File: config.mk
export PLATFORM = sky130hd
export DESIGN_NAME = weighted_channel_picker
export DESIGN_NICKNAME = d
export VERILOG_FILES = /design/src/rtl/wcp_pkg.sv /design/src/rtl/wcp_ram.sv /design/src/rtl/wcp_divider.sv /design/src/rtl/weighted_channel_picker.sv
export SDC_FILE = /design/constraint.sdc
export NUM_CORES = 2
export LEC_CHECK = 0
export BUFFER_PORTS_ARGS = -buffer_cell sky130_fd_sc_hd__clkbuf_2
export CAP_MARGIN = 10
export CORE_UTILIZATION = 25
export CTS_BUF_LIST = sky130_fd_sc_hd__clkbuf_4 sky130_fd_sc_hd__clkbuf_8 sky130_fd_sc_hd__clkbuf_16
export CTS_CLUSTER_SIZE = 16
export DETAILED_ROUTE_END_ITERATION = 7
export PLACE_DENSITY_LB_ADDON = 0.08
export SLEW_MARGIN = 0
export SYNTH_ARGS = -nofsm -noshare
export SYNTH_HDL_FRONTEND = slang
export SYNTH_SLANG_ARGS = --single-unit
File: constraint.sdc
create_clock -name clk_i -period 18.75 [get_ports clk_i]
set_input_delay 2.8125 -clock clk_i [delete_from_list [all_inputs] [get_ports clk_i]]
set_output_delay 2.8125 -clock clk_i [all_outputs]
set_load 0.01 [all_outputs]
File: src/rtl/wcp_pkg.sv
// shared types and constants for the weighted channel picker
// no dependencies
package wcp_pkg;
  localparam int unsigned MaxChannelsDef    = 64;
  localparam int unsigned WeightFracBitsDef = 16;
  localparam int unsigned UniformBits       = 16;
  localparam int unsigned CountBits         = 7;
  localparam int unsigned IndexBits         = 6;
  localparam int unsigned StatusBits        = 2;

  typedef enum logic [1:0] {
    ReqWrite   = 2'd0,
    ReqPick    = 2'd1,
    ReqDynPick = 2'd2,
    ReqRescale = 2'd3
  } req_e;

  typedef enum logic [1:0] {
    StatOk       = 2'd0,
    StatEmpty    = 2'd1,
    StatZeroTot  = 2'd2,
    StatReserved = 2'd3
  } status_e;
endpackage

File: src/rtl/wcp_ram.sv
// generic single-port ram with registered read
// no dependencies
module wcp_ram #(
  parameter int unsigned Width = 8,
  parameter int unsigned Depth = 16
) (
  input  logic                     clk_i,
  input  logic                     we_i,
  input  logic [$clog2(Depth)-1:0] addr_i,
  input  logic [Width-1:0]         wdata_i,
  output logic [Width-1:0]         rdata_o
);
  logic [Width-1:0] mem_q [Depth];

  always_ff @(posedge clk_i) begin
    if (we_i) begin
      mem_q[addr_i] <= wdata_i;
    end
    rdata_o <= mem_q[addr_i];
  end
endmodule

File: src/rtl/wcp_divider.sv
// restoring divider, one quotient bit per cycle
// depends on nothing but its parameters
module wcp_divider #(
  parameter int unsigned NumBits = 34,
  parameter int unsigned DenBits = 23
) (
  input  logic               clk_i,
  input  logic               rst_ni,
  input  logic               start_i,
  input  logic [NumBits-1:0] num_i,
  input  logic [DenBits-1:0] den_i,
  output logic               done_o,
  output logic [NumBits-1:0] quot_o
);
  localparam int unsigned CntBits = $clog2(NumBits + 1);

  logic [NumBits-1:0] quot_q, quot_d;
  logic [DenBits:0]   rem_q, rem_d;
  logic [DenBits-1:0] den_q, den_d;
  logic [CntBits-1:0] cnt_q, cnt_d;
  logic               busy_q, busy_d, done_q, done_d;
  logic [DenBits:0]   trial;

  always_comb begin
    quot_d = quot_q;
    rem_d  = rem_q;
    den_d  = den_q;
    cnt_d  = cnt_q;
    busy_d = busy_q;
    done_d = 1'b0;
    trial  = {rem_q[DenBits-1:0], quot_q[NumBits-1]};
    if (start_i) begin
      quot_d = num_i;
      rem_d  = '0;
      den_d  = den_i;
      cnt_d  = CntBits'(NumBits);
      busy_d = 1'b1;
    end else if (busy_q) begin
      if (trial >= {1'b0, den_q}) begin
        rem_d = trial - {1'b0, den_q};
        quot_d = {quot_q[NumBits-2:0], 1'b1};
      end else begin
        rem_d = trial;
        quot_d = {quot_q[NumBits-2:0], 1'b0};
      end
      cnt_d = cnt_q - 1'b1;
      if (cnt_q == CntBits'(1)) begin
        busy_d = 1'b0;
        done_d = 1'b1;
      end
    end
  end

  always_ff @(posedge clk_i or negedge rst_ni) begin
    if (!rst_ni) begin
      busy_q <= 1'b0;
      done_q <= 1'b0;
      cnt_q  <= '0;
    end else begin
      busy_q <= busy_d;
      done_q <= done_d;
      cnt_q  <= cnt_d;
    end
  end

  always_ff @(posedge clk_i) begin
    quot_q <= quot_d;
    rem_q  <= rem_d;
    den_q  <= den_d;
  end

  assign done_o = done_q;
  assign quot_o = quot_q;
endmodule

File: src/rtl/weighted_channel_picker.sv
// weighted channel picker: top level with the channel table in ram
// depends on wcp_pkg, wcp_ram and wcp_divider
//
// usage: raise start_i with the request fields while busy_o is low; the
// transaction is taken at that edge. exactly one result comes back on
// picked_channel_o, fell_back_o and status_o, marked by done_o for one
// cycle. the receiver cannot stall.
// the table (static weight, dynamic weight, enable) lives in one ram and
// is walked one entry per cycle in sum and scan; the read is registered.
// steps from the accepting edge to done_o, n = channels_in_use capped
// at the table size: a write or an empty table goes straight to done;
// a pick sums the weights of the enabled entries, then scans for the
// target; a dynamic pick that falls back sums again on static weights;
// rescale first sums the static weights, then per entry: a read, a 17x17
// multiply, a divider start, a bit-serial division and the write back.
// one request at a time; a new one can be taken in the done_o cycle.
// reset clears the control state and channels_in_use; the table is
// undefined until written. cfg_we_i may be driven only while idle.
module weighted_channel_picker
  import wcp_pkg::*;
#(
  parameter int unsigned WeightFracBits = WeightFracBitsDef
) (
  input  logic                        clk_i,
  input  logic                        rst_ni,
  input  logic                        cfg_we_i,
  input  logic [CountBits-1:0]        cfg_wdata_i,
  input  logic                        start_i,
  output logic                        busy_o,
  input  logic [1:0]                  req_type_i,
  input  logic [IndexBits-1:0]        chan_index_i,
  input  logic [WeightFracBits:0]     static_weight_in_i,
  input  logic [WeightFracBits:0]     dynamic_weight_in_i,
  input  logic                        enable_in_i,
  input  logic [UniformBits-1:0]      uniform_i,
  input  logic [WeightFracBits:0]     new_sum_i,
  output logic                        done_o,
  output logic [IndexBits-1:0]        picked_channel_o,
  output logic                        fell_back_o,
  output logic [StatusBits-1:0]       status_o
);
  localparam int unsigned MaxChannels = MaxChannelsDef;
  localparam int unsigned WBits   = WeightFracBits + 1;
  localparam int unsigned AddrW   = $clog2(MaxChannels);
  localparam int unsigned NBits   = $clog2(MaxChannels + 1);
  localparam int unsigned SumBits = WBits + NBits;
  localparam int unsigned ProdW   = WBits + WBits;
  localparam int unsigned EntW    = 2 * WBits + 1;

  typedef enum logic [7:0] {
    StIdle  = 8'b00000001,
    StSum   = 8'b00000010,
    StScan  = 8'b00000100,
    StRdW   = 8'b00001000,
    StMul   = 8'b00010000,
    StDiv   = 8'b00100000,
    StWb    = 8'b01000000,
    StDone  = 8'b10000000
  } state_e;

  state_e state_q, state_d;
  logic [CountBits-1:0]  cfg_q;
  logic [1:0]            req_q, req_d;
  logic                  usedyn_q, usedyn_d, fell_q, fell_d;
  logic [UniformBits-1:0] uni_q, uni_d;
  logic [WBits-1:0]      ns_q, ns_d;
  logic [NBits-1:0]      n_q, n_d, ptr_q, ptr_d;
  logic                  rdv_q, rdv_d;
  logic [SumBits-1:0]    acc_q, acc_d, tgt_q, tgt_d;
  logic [IndexBits-1:0]  pick_q, pick_d;
  logic [StatusBits-1:0] stat_q, stat_d;
  logic [ProdW-1:0]      prod_q, prod_d;
  logic                  done_q, done_d;
  logic [SumBits+UniformBits-1:0] tprod;

  logic              ram_we;
  logic [AddrW-1:0]  ram_addr;
  logic [EntW-1:0]   ram_wdata, ram_rdata;
  logic [WBits-1:0]  rd_st, rd_dy, rd_w;
  logic              rd_en;

  logic              div_start, div_done;
  logic [ProdW-1:0]  div_quot;

  assign rd_st = ram_rdata[EntW-1 -: WBits];
  assign rd_dy = ram_rdata[WBits:1];
  assign rd_en = ram_rdata[0];
  assign rd_w  = usedyn_q ? rd_dy : rd_st;

  wcp_ram #(.Width(EntW), .Depth(MaxChannels)) u_ram (
    .clk_i   (clk_i),
    .we_i    (ram_we),
    .addr_i  (ram_addr),
    .wdata_i (ram_wdata),
    .rdata_o (ram_rdata)
  );

  wcp_divider #(.NumBits(ProdW), .DenBits(SumBits)) u_div (
    .clk_i   (clk_i),
    .rst_ni  (rst_ni),
    .start_i (div_start),
    .num_i   (prod_q),
    .den_i   (acc_q),
    .done_o  (div_done),
    .quot_o  (div_quot)
  );

  assign tprod = acc_q * uni_q;

  always_comb begin
    state_d   = state_q;
    req_d     = req_q;
    usedyn_d  = usedyn_q;
    fell_d    = fell_q;
    uni_d     = uni_q;
    ns_d      = ns_q;
    n_d       = n_q;
    ptr_d     = ptr_q;
    rdv_d     = 1'b0;
    acc_d     = acc_q;
    tgt_d     = tgt_q;
    pick_d    = pick_q;
    stat_d    = stat_q;
    prod_d    = prod_q;
    done_d    = 1'b0;
    ram_we    = 1'b0;
    ram_addr  = ptr_q[AddrW-1:0];
    ram_wdata = {rd_st, rd_dy, rd_en};
    div_start = 1'b0;
    case (state_q)
      StIdle: begin
        if (start_i) begin
          req_d    = req_type_i;
          uni_d    = uniform_i;
          ns_d     = new_sum_i;
          fell_d   = 1'b0;
          pick_d   = '0;
          stat_d   = StatOk;
          acc_d    = '0;
          ptr_d    = '0;
          usedyn_d = (req_type_i == ReqDynPick);
          n_d      = (cfg_q > CountBits'(MaxChannels)) ? NBits'(MaxChannels)
                                                       : NBits'(cfg_q);
          if (req_type_i == ReqWrite) begin
            ram_we    = (32'(chan_index_i) < MaxChannels);
            ram_addr  = AddrW'(chan_index_i);
            ram_wdata = {static_weight_in_i, dynamic_weight_in_i, enable_in_i};
            state_d   = StDone;
          end else if (cfg_q == '0) begin
            stat_d  = StatEmpty;
            state_d = StDone;
          end else begin
            state_d = StSum;
          end
        end
      end
      StSum: begin
        // addresses issue while ptr < n; data lands in the following cycle
        if (ptr_q < n_q) begin
          ptr_d = ptr_q + 1'b1;
          rdv_d = 1'b1;
        end
        if (rdv_q) begin
          if (req_q == ReqRescale) begin
            acc_d = acc_q + SumBits'(rd_st);
          end else if (rd_en) begin
            acc_d = acc_q + SumBits'(rd_w);
          end
        end
        if (!rdv_q && ptr_q == n_q) begin
          ptr_d = '0;
          if (req_q == ReqRescale) begin
            if (acc_q == '0) begin
              stat_d  = StatZeroTot;
              state_d = StDone;
            end else begin
              state_d = StRdW;
            end
          end else if (usedyn_q && acc_q == '0) begin
            usedyn_d = 1'b0;
            fell_d   = 1'b1;
          end else begin
            tgt_d = SumBits'(tprod >> UniformBits);
            if ((tprod >> UniformBits) == '0) begin
              state_d = StDone;
            end else begin
              acc_d   = '0;
              state_d = StScan;
            end
          end
        end
      end
      StScan: begin
        if (ptr_q < n_q) begin
          ptr_d = ptr_q + 1'b1;
          rdv_d = 1'b1;
        end
        if (rdv_q && rd_en) begin
          acc_d = acc_q + SumBits'(rd_w);
          if (acc_q + SumBits'(rd_w) >= tgt_q) begin
            pick_d  = IndexBits'(ptr_q - 1'b1);
            state_d = StDone;
          end
        end
        if (!rdv_q && ptr_q == n_q) begin
          state_d = StDone;
        end
      end
      StRdW: begin
        if (ptr_q == n_q) begin
          state_d = StDone;
        end else begin
          state_d = StMul;
        end
      end
      StMul: begin
        prod_d  = rd_st * ns_q;
        state_d = StDiv;
      end
      StDiv: begin
        div_start = 1'b1;
        state_d   = StWb;
      end
      StWb: begin
        if (div_done) begin
          ram_we    = 1'b1;
          ram_wdata = {div_quot[WBits-1:0], rd_dy, rd_en};
          ptr_d     = ptr_q + 1'b1;
          state_d   = StRdW;
        end
      end
      StDone: begin
        done_d  = 1'b1;
        state_d = StIdle;
      end
      default: state_d = StIdle;
    endcase
  end

  always_ff @(posedge clk_i or negedge rst_ni) begin
    if (!rst_ni) begin
      state_q <= StIdle;
      cfg_q   <= '0;
      rdv_q   <= 1'b0;
      done_q  <= 1'b0;
    end else begin
      state_q <= state_d;
      rdv_q   <= rdv_d;
      done_q  <= done_d;
      if (cfg_we_i) begin
        cfg_q <= cfg_wdata_i;
      end
    end
  end

  always_ff @(posedge clk_i) begin
    req_q    <= req_d;
    usedyn_q <= usedyn_d;
    fell_q   <= fell_d;
    uni_q    <= uni_d;
    ns_q     <= ns_d;
    n_q      <= n_d;
    ptr_q    <= ptr_d;
    acc_q    <= acc_d;
    tgt_q    <= tgt_d;
    pick_q   <= pick_d;
    stat_q   <= stat_d;
    prod_q   <= prod_d;
  end

  assign busy_o           = (state_q != StIdle);
  assign done_o           = done_q;
  assign picked_channel_o = done_q ? pick_q : '0;
  assign fell_back_o      = done_q & fell_q;
  assign status_o         = done_q ? stat_q : '0;

  a_done_pulse: assert property (@(posedge clk_i) disable iff (!rst_ni)
    done_o |=> !done_o) else $error("done held two cycles");
  a_done_idle: assert property (@(posedge clk_i) disable iff (!rst_ni)
    done_o |-> !busy_o) else $error("done while busy");
  a_fell_dyn: assert property (@(posedge clk_i) disable iff (!rst_ni)
    fell_back_o |-> (req_q == ReqDynPick)) else $error("fallback on wrong request");
  a_write_quick: assert property (@(posedge clk_i) disable iff (!rst_ni)
    (start_i && !busy_o && req_type_i == ReqWrite) |=> ##1 done_o)
    else $error("write result late");
endmodule
==> results_dict.tcl <==
set metrics [dict create \
    period_share_pct 45.7 \
    synthesis.nets 9310 \
    synthArstFlopShare_pct 0.991 \
    dp_hpwl_mm 294 \
    synthCells 8381 \
    boundaryPins 98 \
    die_h_um 689 \
    worstRegToRegCells 23 \
    dr.pass1.iters 6 \
    status "completed" \
    min_path_cells 2 \
    die_area_um2 475000 \
    synth_edf_count 2439 \
    synth_seq_area_share_pct 63.6 \
    cts_hold_buf 0 \
    worstPathRequired_ns 19.39 \
    ys_types 91 \
    start_util_pct 25.1 \
    gr-total-overflow 0 \
    cts_buffer_depth 4 \
    hold_start "u_div.rem_q[20]" \
    cts_buffers 310 \
    fin_skew_ns 0.0840 \
    rows 252 \
    numPortBuffers 97 \
    r2r_slack_ns 10.17 \
    drive_above_1_share_pct 12.6 \
    final.setup.tns_ns 0 \
    drt-initial-drc-count 6681 \
    track_usage_pct 20.2 \
    h-tree-depth 5 \
    area_growth_pct 16.8 \
    regArea_um2 75000 \
    ctsRootBufferMaster "clkbuf_16" \
    yosysWarnings 0 \
    antenna_found_initial 42 \
    place.gp.congestion 0.787 \
    fmax_mhz 117 \
    core_area_um2 471000 \
    multi_input_area_um2 39300 \
    cts_resized 0 \
    rsz0062_at_grt "false" \
    num-fill-cells 47200 \
    cts_tree "done" \
    grt_max_degree 79 \
    holdPathEnd "u_div.rem_q[20]" \
    post_cts_buffers 0 \
    clk_pin_slew_worst_paths_ns 0.06 \
    setup_violations 0 \
    ant_nets 0 \
    hold_viol_final 0 \
    grt_pass1_wl_mm 665 \
    syn_area_um2 118000 \
    tightest_slew_ns 1.33 \
    grt_pass1_vias 77300 \
    yosys_register_bits 2523 \
    routed_wl_mm 488 \
    finalNetCount 9549 \
    synth_ff_type "edfxtp_1" \
    layout_min_cycle_time_ns 8.58 \
    drv_slew 0 \
    start_kind "flip-flop" \
    cap_violations 0 \
    path_max_fanout 24 \
    timing.rr.end "acc_q[19]" \
    wl_per_cell_um 32.3 \
    drc_errors 0 \
    dr_total_vias 75000 \
    r2r_start "uni_q[2]" \
    hp-class "flip-flop to flip-flop" \
    worstSkewPairLatency_ns 0.96 \
    slew_headroom_pct 10.9 \
    crit_type "flip-flop to flip-flop" \
    crit_path_end_kind "flip-flop" \
    die_w_um 689 \
    critPathArrivalTime_ns 9.22 \
    syn_area_per_cell_um2 14.1 \
    cts.sinks 2523 \
    detail_route.vias_per_cell 4.96 \
]
[critical path, stage by stage, from the launching register on]
cell	delay (ns)
edfxtp_1	1.18
nand2_1	0.18
fa_1	0.54
fa_1	0.51
fa_1	0.51
inv_1	0.05
fa_1	0.50
fa_1	0.52
inv_1	0.06
fa_1	0.48
inv_1	0.05
ha_1	0.46
nand2_1	0.11
o21ai_0	0.36
o21ba_2	0.23
a211oi_1	0.40
o21ai_0	0.25
a311oi_1	0.32
xor2_1	0.31
a2111oi_2	0.09
and4_4	0.27
o21ai_4	0.60
a2bb2oi_1	0.25
mux2i_1	0.09
[synthesized netlist by cell type, drive strengths merged (129+ instances only)]
cell type / count / area, um2
a22o: 172 / 1510
fa: 532 / 10700
a31oi: 195 / 1250
buf: 179 / 807
edfxtp: 2439 / 73200
nor2: 220 / 836
inv: 688 / 2580
nand2: 904 / 3390
clkbuf: 293 / 1100
a221oi: 234 / 2050
a22oi: 541 / 4060
ha: 310 / 3880
and2: 271 / 1700
o21ai: 129 / 657
a21oi: 292 / 1470
[sequential cells by signal, summed over array words and instances (netlist names), 8 cells and up]
signal         flops
u_ram.mem_q     2240
u_div.quot_o      34
u_div.rem_q       24
u_div.den_q       24
ns_q              17
tgt_q             24
u_ram.rdata_o     35
uni_q             16
state_q            8
prod_q            34
acc_q             24
[metrics by stage]
stage | area [um2] | setup slack [ns] | hold WS [ns] | util [%] | cells
after global routing | 138000 | 9.63 | 0.515 | 29.3 | 15100
after CTS | 138000 | 10.08 | 0.485 | 29.3 | 15100
after floorplan | 118000 | 11.41 | 0.449 | - | 8381
after global placement | 128000 | 9.82 | 0.469 | 27.1 | 14500
after detailed placement | 128000 | 9.84 | 0.471 | 27.1 | 14500
final | 138000 | 10.17 | 0.481 | 29.3 | 15100
[layer usage]
| metal | global-route usage (%) | part of all wire [%] |
|---|---|---|
| met2 | 34.1 | 48 |
| met4 | 3.58 | 1.7 |
| met3 | 2.81 | 5.5 |
| met5 | 0 | 0.011 |
| met1 | 27.8 | 45 |
[cell type report]
type                    instances  area share, %
well taps                    6223           5.64
multi-input cells            4698           28.5
clock buffers                 408           6.24
diodes                         11         0.0200
clock inverters               161           1.16
repair buffers                399           2.13
flip-flops and latches       2523           54.4
inverters                     688           1.87
[cells in the final DEF, fill, tap and decap left out, types with 42 or more instances in the layout]
cell type and count:
clkinv_2 52, nor2_1 144, xnor2_1 72, mux2i_1 120, fa_1 532, nand2_1 885
a21o_1 56, clkbuf_16 312, nand3_1 57, a21oi_1 288, clkinv_1 50, a31oi_1 189
nor2_4 70, edfxtp_1 2439, clkbuf_4 85, o21ai_0 115, clkbuf_2 97, mux2_2 42
nand4_1 54, a221oi_1 234, inv_1 685, ha_1 310, a22oi_1 541, dfxtp_1 59
a22o_1 172, and2_1 271, buf_4 286
[how the worst max path moves through the flow]
stage | from | endpoint | slack (ns) | cells past startpoint
floorplan | req_type_i[1] | u_ram.mem_q[44][0] | 11.41 | 8
global placement | req_type_i[1] | u_ram.rdata_o[0] | 9.82 | 15
detailed placement | req_type_i[1] | u_ram.rdata_o[0] | 9.84 | 15
CTS | uni_q[2] | acc_q[19] | 10.08 | 23
global route | uni_q[2] | acc_q[21] | 9.63 | 23
finish | uni_q[2] | acc_q[19] | 10.17 | 23
[logic make-up (layout without fill, tap and decap cells)]
kind of cell	Yosys count	after routing	synth area share, %
mux	168	168	1.48
xor+xnor	112	112	0.831
compound gates	1854	1854	11.3
buf+inv	1160	1656	3.80
flops	2523	2523	63.6
simple gates	1722	1722	6.74
other cells	0	11	0
fa+ha+maj	842	842	12.3
Power is left out: the tool's default activity adds up to more than one toggle a clock period on the data nets, which glitch-free logic cannot reach.
